**config.mk**
```make
export PLATFORM = sky130hd
export DESIGN_NAME = sort_and_merge_two_lists_flat
export DESIGN_NICKNAME = d
export VERILOG_FILES = /design/src/smtl_pkg.sv /design/src/smtl_ifs.sv /design/src/sort_and_merge_two_lists.sv /design/src/smtl_ram.sv /design/src/flat_wrapper.sv
export SDC_FILE = /design/constraint.sdc
export NUM_CORES = 2
export LEC_CHECK = 0
export BUFFER_PORTS_ARGS = -buffer_cell sky130_fd_sc_hd__buf_4
export CORE_MARGIN = 3
export CORE_UTILIZATION = 24
export CTS_CLUSTER_SIZE = 40
export DETAILED_ROUTE_END_ITERATION = 10
export GPL_TIMING_DRIVEN = 0
export PLACE_DENSITY = 0.37
export SYNTH_ARGS = -nofsm -noshare
export SYNTH_HDL_FRONTEND = slang
export SYNTH_SLANG_ARGS = --single-unit
```
**constraint.sdc**
```tcl
create_clock -name i_clk -period 5.5 [get_ports i_clk]
set_clock_uncertainty 0.2 [all_clocks]
set_input_delay 0.275 -clock i_clk [delete_from_list [all_inputs] [get_ports i_clk]]
set_output_delay 0.275 -clock i_clk [all_outputs]
set_load 0.02 [all_outputs]
```
**src/smtl_pkg.sv**
```systemverilog
// Package for the two-list sort and merge block: item types and kind codes.
// No dependencies.
`default_nettype none

package smtl_pkg;

    localparam int VALUE_W = 32;

    localparam logic [1:0] KIND_FIRST  = 2'd0;
    localparam logic [1:0] KIND_SECOND = 2'd1;
    localparam logic [1:0] KIND_GO     = 2'd2;

    typedef struct packed {
        logic [1:0]                kind;
        logic signed [VALUE_W-1:0] value;
    } t_in_item;

    typedef struct packed {
        logic signed [VALUE_W-1:0] merged_value;
        logic                      last;
        logic                      overflow;
    } t_out_item;

endpackage

`default_nettype wire

```
**src/smtl_ifs.sv**
```systemverilog
// Valid/ready channel interfaces for the input and result items.
// Depends on smtl_pkg.
`default_nettype none

interface smtl_in_if;
    logic                valid;
    logic                ready;
    smtl_pkg::t_in_item  payload;

    modport source (output valid, output payload, input ready);
    modport sink   (input valid, input payload, output ready);
endinterface

interface smtl_out_if;
    logic                valid;
    logic                ready;
    smtl_pkg::t_out_item payload;

    modport source (output valid, output payload, input ready);
    modport sink   (input valid, input payload, output ready);
endinterface

`default_nettype wire

```
**src/sort_and_merge_two_lists.sv**
```systemverilog
// Two-list sort and merge. Load items give no result.
// A go item sorts list one, then list two, in place by insertion sort through one
// read and one write port per list RAM. The merge then reads both lists and gives
// one result per pick, held while the sink stalls. Reset clears counts, overflow
// flag and control; list RAMs are not cleared.
`default_nettype none

module sort_and_merge_two_lists #(
    parameter int LIST_DEPTH = 32
) (
    input  wire logic   i_clk,
    input  wire logic   i_rst_n,
    smtl_in_if.sink     i_in,
    smtl_out_if.source  o_out
);

    localparam int AW = (LIST_DEPTH > 1) ? $clog2(LIST_DEPTH) : 1;
    localparam int CW = $clog2(LIST_DEPTH + 1);
    localparam int VW = smtl_pkg::VALUE_W;

    typedef enum logic [3:0] {
        S_IDLE, S_SORT_INIT, S_RDK, S_LDK, S_CMP, S_PUT, S_MRD, S_MCMP, S_MOUT
    } t_state;

    t_state              r_state;
    logic [CW-1:0]       r_cnt_a, r_cnt_b, r_k, r_slot, r_i, r_j;
    logic                r_drop, r_sel;
    logic signed [VW-1:0] r_held;
    smtl_pkg::t_out_item r_out;

    logic                in_acc, room_a, room_b, ld_a, ld_b, merging;
    logic [CW-1:0]       n_cur, s_waddr, s_raddr, i_nx, j_nx;
    logic                s_we, less, has_a, has_b, take_a, take_b, last_nx;
    logic signed [VW-1:0] s_wdata, cur_rdata, rd_a, rd_b, pick;
    logic                we_a, we_b;
    logic [AW-1:0]       waddr_a, waddr_b, raddr_a, raddr_b;
    logic [VW-1:0]       wdata_a, wdata_b;

    assign in_acc    = i_in.valid && i_in.ready;
    assign room_a    = r_cnt_a < CW'(LIST_DEPTH);
    assign room_b    = r_cnt_b < CW'(LIST_DEPTH);
    assign ld_a      = in_acc && (i_in.payload.kind == smtl_pkg::KIND_FIRST) && room_a;
    assign ld_b      = in_acc && (i_in.payload.kind == smtl_pkg::KIND_SECOND) && room_b;
    assign n_cur     = r_sel ? r_cnt_b : r_cnt_a;
    assign cur_rdata = r_sel ? rd_b : rd_a;
    assign less      = r_held < cur_rdata;
    assign merging   = r_state inside {S_MRD, S_MCMP, S_MOUT};

    // sort-side RAM access
    always_comb begin
        s_we    = 1'b0;
        s_waddr = r_slot;
        s_wdata = r_held;
        s_raddr = r_k;
        case (r_state)
            S_LDK: begin
                s_raddr = r_k - 1'b1;
            end
            S_CMP: begin
                s_we    = 1'b1;
                s_wdata = less ? cur_rdata : r_held;
                s_raddr = r_slot - CW'(2);
            end
            S_PUT: begin
                s_we    = 1'b1;
                s_waddr = '0;
            end
            default: begin
            end
        endcase
    end

    always_comb begin
        we_a    = ld_a || (s_we && !r_sel);
        we_b    = ld_b || (s_we && r_sel);
        waddr_a = ld_a ? r_cnt_a[AW-1:0] : s_waddr[AW-1:0];
        waddr_b = ld_b ? r_cnt_b[AW-1:0] : s_waddr[AW-1:0];
        wdata_a = ld_a ? i_in.payload.value : s_wdata;
        wdata_b = ld_b ? i_in.payload.value : s_wdata;
        raddr_a = merging ? r_i[AW-1:0] : s_raddr[AW-1:0];
        raddr_b = merging ? r_j[AW-1:0] : s_raddr[AW-1:0];
    end

    // merge pick
    always_comb begin
        has_a  = r_i < r_cnt_a;
        has_b  = r_j < r_cnt_b;
        take_a = 1'b0;
        take_b = 1'b0;
        pick   = rd_a;
        if (has_a && has_b) begin
            if (rd_a < rd_b) begin
                take_a = 1'b1;
            end else if (rd_b < rd_a) begin
                take_b = 1'b1;
                pick   = rd_b;
            end else begin
                take_a = 1'b1;
                take_b = 1'b1;
            end
        end else if (has_a) begin
            take_a = 1'b1;
        end else begin
            take_b = 1'b1;
            pick   = rd_b;
        end
        i_nx    = r_i + CW'(take_a);
        j_nx    = r_j + CW'(take_b);
        last_nx = !(i_nx < r_cnt_a) && !(j_nx < r_cnt_b);
    end

    always_ff @(posedge i_clk) begin
        if (!i_rst_n) begin
            r_state <= S_IDLE;
            r_cnt_a <= '0;
            r_cnt_b <= '0;
            r_drop  <= 1'b0;
            r_sel   <= 1'b0;
        end else begin
            case (r_state)
                S_IDLE: begin
                    if (in_acc) begin
                        case (i_in.payload.kind)
                            smtl_pkg::KIND_FIRST: begin
                                if (room_a) r_cnt_a <= r_cnt_a + 1'b1;
                                else        r_drop  <= 1'b1;
                            end
                            smtl_pkg::KIND_SECOND: begin
                                if (room_b) r_cnt_b <= r_cnt_b + 1'b1;
                                else        r_drop  <= 1'b1;
                            end
                            smtl_pkg::KIND_GO: begin
                                r_sel   <= 1'b0;
                                r_k     <= CW'(1);
                                r_state <= S_SORT_INIT;
                            end
                            default: begin
                            end
                        endcase
                    end
                end
                S_SORT_INIT: begin
                    if (r_k < n_cur) begin
                        r_state <= S_RDK;
                    end else if (!r_sel) begin
                        r_sel <= 1'b1;
                        r_k   <= CW'(1);
                    end else if (r_cnt_a == '0 && r_cnt_b == '0) begin
                        r_drop  <= 1'b0;
                        r_state <= S_IDLE;
                    end else begin
                        r_i     <= '0;
                        r_j     <= '0;
                        r_state <= S_MRD;
                    end
                end
                S_RDK: begin
                    r_state <= S_LDK;
                end
                S_LDK: begin
                    r_held  <= cur_rdata;
                    r_slot  <= r_k;
                    r_state <= S_CMP;
                end
                S_CMP: begin
                    if (less) begin
                        r_slot <= r_slot - 1'b1;
                        if (r_slot == CW'(1)) r_state <= S_PUT;
                    end else begin
                        r_k     <= r_k + 1'b1;
                        r_state <= S_SORT_INIT;
                    end
                end
                S_PUT: begin
                    r_k     <= r_k + 1'b1;
                    r_state <= S_SORT_INIT;
                end
                S_MRD: begin
                    r_state <= S_MCMP;
                end
                S_MCMP: begin
                    r_out.merged_value <= pick;
                    r_out.last         <= last_nx;
                    r_out.overflow     <= r_drop;
                    r_i                <= i_nx;
                    r_j                <= j_nx;
                    r_state            <= S_MOUT;
                end
                S_MOUT: begin
                    if (o_out.ready) begin
                        if (r_out.last) begin
                            r_cnt_a <= '0;
                            r_cnt_b <= '0;
                            r_drop  <= 1'b0;
                            r_state <= S_IDLE;
                        end else begin
                            r_state <= S_MCMP;
                        end
                    end
                end
                default: begin
                    r_state <= S_IDLE;
                end
            endcase
        end
    end

    assign i_in.ready    = (r_state == S_IDLE);
    assign o_out.valid   = (r_state == S_MOUT);
    assign o_out.payload = r_out;

    smtl_ram #(.WIDTH(VW), .DEPTH(LIST_DEPTH)) u_ram_a (
        .i_clk   (i_clk),
        .i_we    (we_a),
        .i_waddr (waddr_a),
        .i_wdata (wdata_a),
        .i_raddr (raddr_a),
        .o_rdata (rd_a)
    );

    smtl_ram #(.WIDTH(VW), .DEPTH(LIST_DEPTH)) u_ram_b (
        .i_clk   (i_clk),
        .i_we    (we_b),
        .i_waddr (waddr_b),
        .i_wdata (wdata_b),
        .i_raddr (raddr_b),
        .o_rdata (rd_b)
    );

endmodule

`default_nettype wire

```
**src/smtl_ram.sv**
```systemverilog
// Generic single-write, single-read RAM with registered read data.
// No dependencies.
`default_nettype none

module smtl_ram #(
    parameter int WIDTH = 32,
    parameter int DEPTH = 32
) (
    input  wire logic                                     i_clk,
    input  wire logic                                     i_we,
    input  wire logic [((DEPTH > 1) ? $clog2(DEPTH) : 1)-1:0] i_waddr,
    input  wire logic [WIDTH-1:0]                         i_wdata,
    input  wire logic [((DEPTH > 1) ? $clog2(DEPTH) : 1)-1:0] i_raddr,
    output logic      [WIDTH-1:0]                         o_rdata
);

    logic [WIDTH-1:0] r_mem [DEPTH];
    logic [WIDTH-1:0] r_rdata;

    always_ff @(posedge i_clk) begin
        if (i_we) begin
            r_mem[i_waddr] <= i_wdata;
        end
        r_rdata <= r_mem[i_raddr];
    end

    assign o_rdata = r_rdata;

endmodule

`default_nettype wire

```
**src/flat_wrapper.sv**
```systemverilog
// flat-port wrapper written by rule: the top's interface ports become plain ports
module sort_and_merge_two_lists_flat 
#(
    parameter int LIST_DEPTH = 32
)
  (i_clk, i_rst_n, i_in_valid, i_in_payload, i_in_ready, o_out_valid, o_out_payload, o_out_ready);
  smtl_in_if i_in_i ();
  smtl_out_if o_out_i ();
  input  wire logic i_clk;
  input  wire logic i_rst_n;
  input wire logic [$bits(i_in_i.valid)-1:0] i_in_valid;
  input wire logic [$bits(i_in_i.payload)-1:0] i_in_payload;
  output wire logic [$bits(i_in_i.ready)-1:0] i_in_ready;
  output wire logic [$bits(o_out_i.valid)-1:0] o_out_valid;
  output wire logic [$bits(o_out_i.payload)-1:0] o_out_payload;
  input wire logic [$bits(o_out_i.ready)-1:0] o_out_ready;
  assign i_in_i.valid = i_in_valid;
  assign i_in_i.payload = i_in_payload;
  assign i_in_ready = i_in_i.ready;
  assign o_out_valid = o_out_i.valid;
  assign o_out_payload = o_out_i.payload;
  assign o_out_i.ready = o_out_ready;
  sort_and_merge_two_lists #(.LIST_DEPTH(LIST_DEPTH)) u_core (.i_clk(i_clk), .i_rst_n(i_rst_n), .i_in(i_in_i), .o_out(o_out_i));
endmodule
```
# ---- Yosys cells after proc, flatten, opt, wreduce, memory -nomap -nowiden
# Memory sizes are Yosys's and may differ from the RTL's. A register that Yosys moved wholly into a read port is not among the register bits.
# Cells that the tools add are included.
dict set report word_totals {
  register_bits 108
  latchBits 0
  ram_bits 2048
  rom_bits 0
  inputBits 38
  out_inout_bits 36
  elab_cells 176
  mem_count 2
}
# name words width read_ports rd_ports_with_merged_regs wr line
set memory_table {}
lappend memory_table {u_core.u_ram_a.r_mem 32 32 1 1 1 smtl_ram.sv:17} ;# logic [WIDTH-1:0] r_mem [DEPTH];
lappend memory_table {u_core.u_ram_b.r_mem 32 32 1 1 1 smtl_ram.sv:17}
dict set report classes {
  n_addsub 8
  mul 0
  div_mod_pow 0
  n_lt_le_gt_ge 10
  eq_ne 31
  shifts 0
  mux 75
  bitwise_logic 0
  n_reduce_logical 37
}
# cell count
set op_table {}
lappend op_table {{two-way mux 32 bit} 9}
lappend op_table {{two-way mux 6 bit} 18}
lappend op_table {{< comparator 32 bit} 3}
lappend op_table {{one-hot mux 6 bit (2 select lines)} 5}
lappend op_table {{one-hot mux 4 bit (9 select lines)} 1}
lappend op_table {{< comparator 6 bit} 5}
lappend op_table {{two-way mux 4 bit} 7}
lappend op_table {{two-way mux 5 bit} 5}
lappend op_table {{one-hot mux 6 bit (4 select lines)} 1}
lappend op_table {{two-way mux 1 bit} 23}
lappend op_table {{inequality test 2 bit, second input constant} 10}
lappend op_table {{adder 6 x 1 -> 6 bit, second input constant} 3}
lappend op_table {{equality test 4 x 3 -> 1 bit, second input constant} 4}
lappend op_table {{adder 6 x 1 -> 6 bit} 2}
lappend op_table {{logical NOT 6 bit} 2}
lappend op_table {{< comparator 6 bit, second input constant} 2}
lappend op_table {{inequality test 3 bit, second input constant} 4}
lappend op_table {{AND reduction 6 bit} 2}
lappend op_table {{logical AND 1 bit} 10}
lappend op_table {{inequality test 2 x 1 -> 1 bit, second input constant} 5}
lappend op_table {{one-hot mux 5 bit (2 select lines)} 1}
lappend op_table {{AND reduction 10 bit} 1}
lappend op_table {{AND reduction 5 bit} 2}
lappend op_table {{equality test 4 x 2 -> 1 bit, second input constant} 2}
lappend op_table {{other kinds (24)} 34}

# ---- Depth between registers and ports, before layout
dict set report depth {
  depth_word 8
  ltp_mapped 22
  mapped_depth_nobuf 20
}

# ---- Cells and area by module
# Synthesis repeated with hierarchy kept, for this count alone.
dict set report hier_totals {
  cells_unflattened 5419
  hier_area_um2 89643.5
}
# mod instances cells_each area_each_um2 seq_area_each_um2
set by_module_without_submodules {}
lappend by_module_without_submodules {smtl_ram 2 2260 40492.6 31390.1}
lappend by_module_without_submodules {sort_and_merge_two_lists 1 899 8658.3 3062.9}

# ---- Least setup slack after synthesis
# Ideal clock, no wire load.
dict set report synth_path {
  path_type {register -> register}
  from {register u_core.r_sel}
  to {memory u_core.u_ram_a.r_mem[0][10] (data pin)}
  setup_time_ps 454
  t_arrival_ps 4647
  t_required_ps 4846
  slack_ps 199
  stages_incl_launch_ff 17
  path_buffers 4
  synth_period_minus_slack_ps 5301
  cell_sequence {dfxtp_1 -> clkbuf_1 -> clkbuf_1 -> nand2_1 -> o21ai_0 -> inv_1 -> ha_1 -> a21o_1 -> a221o_1 -> a221oi_1 -> nand2_1 -> or3_1 -> nand3_1 -> clkbuf_1 -> clkbuf_1 -> o21ai_0 -> o21ai_0}
}
dict set report synth_between {
  elab_chain_cells 5
}
# element line
set synth_lines {}
lappend synth_lines {{start: declaration} sort_and_merge_two_lists.sv:27} ;# logic r_drop, r_sel;
lappend synth_lines {{start signal: assignment} sort_and_merge_two_lists.sv:118} ;# r_sel <= 1'b0;
lappend synth_lines {{start signal: assignment} sort_and_merge_two_lists.sv:133} ;# r_sel <= 1'b0;
lappend synth_lines {{start signal: assignment} sort_and_merge_two_lists.sv:146} ;# r_sel <= 1'b1;
lappend synth_lines {{two-way mux 32 bit} sort_and_merge_two_lists.sv:45} ;# assign cur_rdata = r_sel ? rd_b : rd_a;
lappend synth_lines {{net u_core.cur_rdata[26]} sort_and_merge_two_lists.sv:34} ;# logic signed [VW-1:0] s_wdata, cur_rdata, rd_a, rd_b, pick;
lappend synth_lines {{< comparator 32 bit} sort_and_merge_two_lists.sv:46} ;# assign less = r_held < cur_rdata;
lappend synth_lines {{two-way mux 32 bit} sort_and_merge_two_lists.sv:61} ;# s_wdata = less ? cur_rdata : r_held;
lappend synth_lines {{two-way mux 32 bit} sort_and_merge_two_lists.sv:55} ;# case (r_state)
lappend synth_lines {{two-way mux 32 bit} sort_and_merge_two_lists.sv:78} ;# wdata_a = ld_a ? i_in.payload.value : s_wdata;
lappend synth_lines {{net u_core.u_ram_a.i_wdata[10]} smtl_ram.sv:12} ;# input wire logic [WIDTH-1:0] i_wdata,
lappend synth_lines {{end: declaration} smtl_ram.sv:17}
# The timed path passes the listed nets, and every way through them passes these cells.

# ---- Worst setup path in the final report
dict set report layout_path {
  from {register u_core.r_state[3]}
  to {register u_core.u_ram_a.r_rdata[28] (netlist: u_core.u_ram_a.o_rdata[28]) (read register of u_core.u_ram_a.r_mem)}
}
dict set report layout_between {
  elab_chain_cells 3
  word_cells_on_any_way 8
  cone_classes {5 x eq/ne; 2 x mux; 1 x reduce/logical}
}
# element line
set layout_lines {}
lappend layout_lines {{start: declaration} sort_and_merge_two_lists.sv:25} ;# t_state r_state;
lappend layout_lines {{start signal: assignment} sort_and_merge_two_lists.sv:114} ;# r_state <= S_IDLE;
lappend layout_lines {{start signal: assignment} sort_and_merge_two_lists.sv:135} ;# r_state <= S_SORT_INIT;
lappend layout_lines {{start signal: assignment} sort_and_merge_two_lists.sv:144} ;# r_state <= S_RDK;
lappend layout_lines {{equality test 4 x 3 -> 1 bit (tied with other cells)} sort_and_merge_two_lists.sv:55}
lappend layout_lines {{one-hot mux 5 bit (2 select lines) / nonzero test 3 bit (equally long branches)} {sort_and_merge_two_lists.sv:55, sort_and_merge_two_lists.sv:47}}
lappend layout_lines {{two-way mux 5 bit (*)} sort_and_merge_two_lists.sv:80} ;# raddr_a = merging ? r_i[AW-1:0] : s_raddr[AW-1:0];
lappend layout_lines {{end: declaration} smtl_ram.sv:18} ;# logic [WIDTH-1:0] r_rdata;
# Mark *: on every way between the ends. The rest lies on a longest branch, timed or not.
# A chain may end at the register's enable or synchronous reset.

==> run_results.csv <==
group,metric,value,unit
run_status,outcome,"complete, but fails checks",
run_status,violations,"negative setup slack",
timing,setup_tns,-61.4,ps
power_and_ir_drop,pwr_density_cell,387,nW/um^2
die,die_area,380000,um^2
detailed_routing,drt_iter0_drc,3615,
worst_setup_path,path_common_cell,"clkbuf_1",
detailed_routing,vias,52500,
power_and_ir_drop,power_leakage,35.9,nW
placed_design,place_hpwl,207000,um
cts,cts_tree,"done",
timing,rsz0062_at_grt,"yes",
die,initial_utilization,0.242,
timing,finalHoldViolCount,0,
worst_setup_path,criticalPathCategory,"flop to flop",
layout,fillers,37200,
die,rows,223,
detailed_routing,antenna_left,0,
layout,area_delta_synth_final,21.9,%
worst_setup_path,critical_path_arrival,5990,ps
global_routing,grt-ovfl-total,0,
detailed_routing,wl,289000,um
detailed_routing,drt-pass1-iter-count,5,
global_routing,grt_antenna_before_repair,33,
timing,maxSlewViolCount,0,
cts,clk_latency,880,ps
layout,drive_gt1_frac,0.143,
die,ioPinCount,74,
worst_setup_path,crit_chain,"clkbuf_1, a21oi_1, a211oi_4, clkdlybuf4s15_1, clkbuf_1, nor2_1, a2111oi_0, nor4_1",
synthesis,synth.avg_cell_area,14.9,um^2
worst_setup_path,setup.worst_path.end_class,"flop",
worst_setup_path,slowest_delay,1190,ps
layout,nets,6725,
cts,htree_levels,5,
worst_setup_path,critPathSlowestCell,"a2111oi_0",
timing,setup_violations,1,
global_routing,grt_pass1_wl,408000,um
timing,period_needed,5560,ps
timing,worstMarginPinSlew,1390,ps
synthesis,synth_edf_count,2138,
timing,setup_slack,-61.4,ps
timing,slew_headroom,0.0478,
synthesis,synth_top_area_cell,"edfxtp_1",
detailed_routing,routed_via_density,4.47,
placed_design,numPortBuffers,72,
global_routing,grt_max_degree,33,
detailed_routing,wl_per_cell,24.6,um
cts,clk_path_buf_depth,4,
synthesis,syn-num-nets,6153,
synthesis,synth.top_cells.by_area,"edfxtp_1, mux2i_1, nand2_1",
synthesis,synth_most_common_cell,"edfxtp_1",
cts,cts_made_buffers,263,
die,die_width,617,um
worst_setup_path,critPathRequiredTime,5930,ps
cts,cts_root_buf,"clkbuf_16",
synthesis,ys.flop_type,"edfxtp_1",
power_and_ir_drop,ir_worst_vdd,0.000227,V
die,core_area,370000,um^2
synthesis,synth_top_area_frac,0.718,
die,die_h,617,um
synthesis,netlist_top_cells_count,"edfxtp_1, nand2_1, mux2i_1, nand3_1, clkbuf_1",
synthesis,synthDistinctLibCells,70,
timing,min_period_over_period,1.01,
global_routing,grt_usage,0.148,
flow_run,cap_violations,0,
placed_design,place_ws,-2440,ps
synthesis,ys_ff_latch,2220,
worst_setup_path,path_max_fanout,10,
layout,final_cell_count_no_fill,11700,
cts,cts.sinks,2220,
placed_design,place.gp.congestion,0.864,
synthesis,postSynth.asyncResetShare,0,
synthesis,ys_seq_area_frac,0.736,
cts,path_clk_slew,60,ps
timing,fmax,0.180,GHz
worst_setup_path,cp-start-kind,"flop",
global_routing,grt_pass1_vias,53700,
synthesis,synth.cell_area,89500,um^2
worst_hold_path,hp-class,"input pin to flop",
synthesis,yosys_warnings,0,
placed_design,placed_cells,11200,
detailed_routing,drc,0,
synthesis,netlist_instances,6013,
[registers in the layout (all words and copies together), names as in the netlist]
| signal | flops |
|---|---|
| u_core.r_held | 32 |
| u_core.r_cnt_b | 6 |
| u_core.u_ram_b.r_mem | 1024 |
| u_core.o_out.payload | 34 |
| u_core.r_sel | 1 |
| u_core.r_j | 6 |
| u_core.u_ram_b.o_rdata | 32 |
| u_core.r_i | 6 |
| u_core.r_state | 4 |
| u_core.r_slot | 6 |
| u_core.u_ram_a.r_mem | 1024 |
| u_core.u_ram_a.o_rdata | 32 |
| u_core.r_k | 6 |
| u_core.r_drop | 1 |
| u_core.r_cnt_a | 6 |
[stage by stage]
step / area (um^2) / total power, W / hold slack (ps) / util
after global routing: 109000 / 0.0439 / 70.7 / 0.295
after floorplan: 89500 / 0.0229 / 205 / -
after detailed placement: 99500 / 0.0258 / 261 / 0.269
after global placement: 96200 / 0.0257 / 265 / 0.260
final: 109000 / 0.0422 / 71.1 / 0.295
after CTS: 109000 / 0.0428 / 0.367 / 0.294
[cells by family (layout without fill, tap and decap cells)]
| kind of cell | count (synthesis) | in the layout | synth area share |
|---|---|---|---|
| flops | 2220 | 2220 | 0.736 |
| simple gates | 1490 | 1491 | 0.0714 |
| fa+ha+maj | 102 | 102 | 0.0143 |
| xor+xnor | 27 | 27 | 0.00264 |
| mux | 649 | 649 | 0.0731 |
| buf+inv | 473 | 1232 | 0.0231 |
| compound gates | 1052 | 1055 | 0.0796 |
| other cells | 0 | 16 | 0 |
[cell type report]
type	instances	area, um^2	share of cell area
inverters	118	448	0.00411
plain buffers	352	1660	0.0152
diodes	16	40.0	0.000367
well taps	4950	6190	0.0568
clock buffers	345	7240	0.0664
clock inverters	111	828	0.00760
multi-input cells	3324	22800	0.209
flip-flops and latches	2220	65800	0.604
repair buffers	306	4000	0.0367
[critical path, delay by kind of cell, from the launching register on]
| kind | cells | cell delay [ps] |
|---|---|---|
| flops | 1 | 480 |
| buf+inv | 3 | 1920 |
| compound gates | 3 | 2210 |
| simple gates | 2 | 460 |
[cells in the final DEF, fill, tap and decap left out, drive strengths merged, types with 7 or more instances in the layout]
cell / Yosys / routed
buf: 153 / 422
o22ai: 133 / 133
nand3: 259 / 259
o22a: 32 / 32
a211oi: 72 / 72
mux2: 33 / 33
edfxtp: 2138 / 2138
a221o: 34 / 34
nor2: 194 / 195
nor4: 42 / 42
diode: 0 / 16
nor3: 21 / 21
dfxtp: 82 / 82
clkbuf: 202 / 541
a21oi: 142 / 142
inv: 117 / 131
a21o: 17 / 17
nand4: 16 / 16
nand2b: 22 / 22
xnor2: 20 / 20
dlygate4sd3: 0 / 39
o31ai: 36 / 36
nand2: 858 / 858
a32oi: 97 / 97
xor2: 7 / 7
and2: 15 / 15
bufinv: 0 / 10
ha: 102 / 102
nor2b: 8 / 8
a31oi: 131 / 131
clkinv: 1 / 85
o211ai: 68 / 68
and3: 36 / 36
a2111oi: 31 / 31
o21ai: 189 / 192
o21a: 11 / 11
mux2i: 616 / 616
a22oi: 33 / 33
[where the power goes]
| part | switching (W) | internal (W) | total, W |
|---|---|---|---|
| Clock | 0.00693 | 0.00972 | 0.0166 |
| Combinational | 0.00444 | 0.00197 | 0.00641 |
| Sequential | 0.000224 | 0.0189 | 0.0191 |
[repair_timing]
| item | in CTS | in global routing |
|---|---|---|
| buffers inserted | 37 | 27 |
| resized for setup | 64 | 32 |
| hold buffers | 39 | 0 |
| pin swaps | 16 | 15 |
| endpoints found under the hold margin | 2104 | 0 |
| cloned | 3 | 1 |
| setup endpoints to repair | 2130 | 1172 |
[routing by layer]
metal  global-route usage  share of wire  up-vias  routed length (um)
met3               0.0171          0.033      431                9490
met1                0.186           0.43    26700              123000
li1                     -              -    24400                   -
met2                0.261           0.50      986              145000
met4               0.0512          0.037        0               10800
met5                    0              0        -                   0
[worst paths after layout]
path / from / endpoint / slack (ps) / cells after the start
max reg2reg: u_core.r_state[3] / u_core.u_ram_a.o_rdata[28] / -60 / 8
max: u_core.r_state[3] / u_core.u_ram_a.o_rdata[28] / -60 / 8
min: i_in_payload[32] / u_core.r_cnt_a[1] / 70 / 5
min reg2reg: u_core.r_drop / u_core.o_out.payload[0] / 270 / 0
No activity file was read; power rests on OpenSTA's default activity.
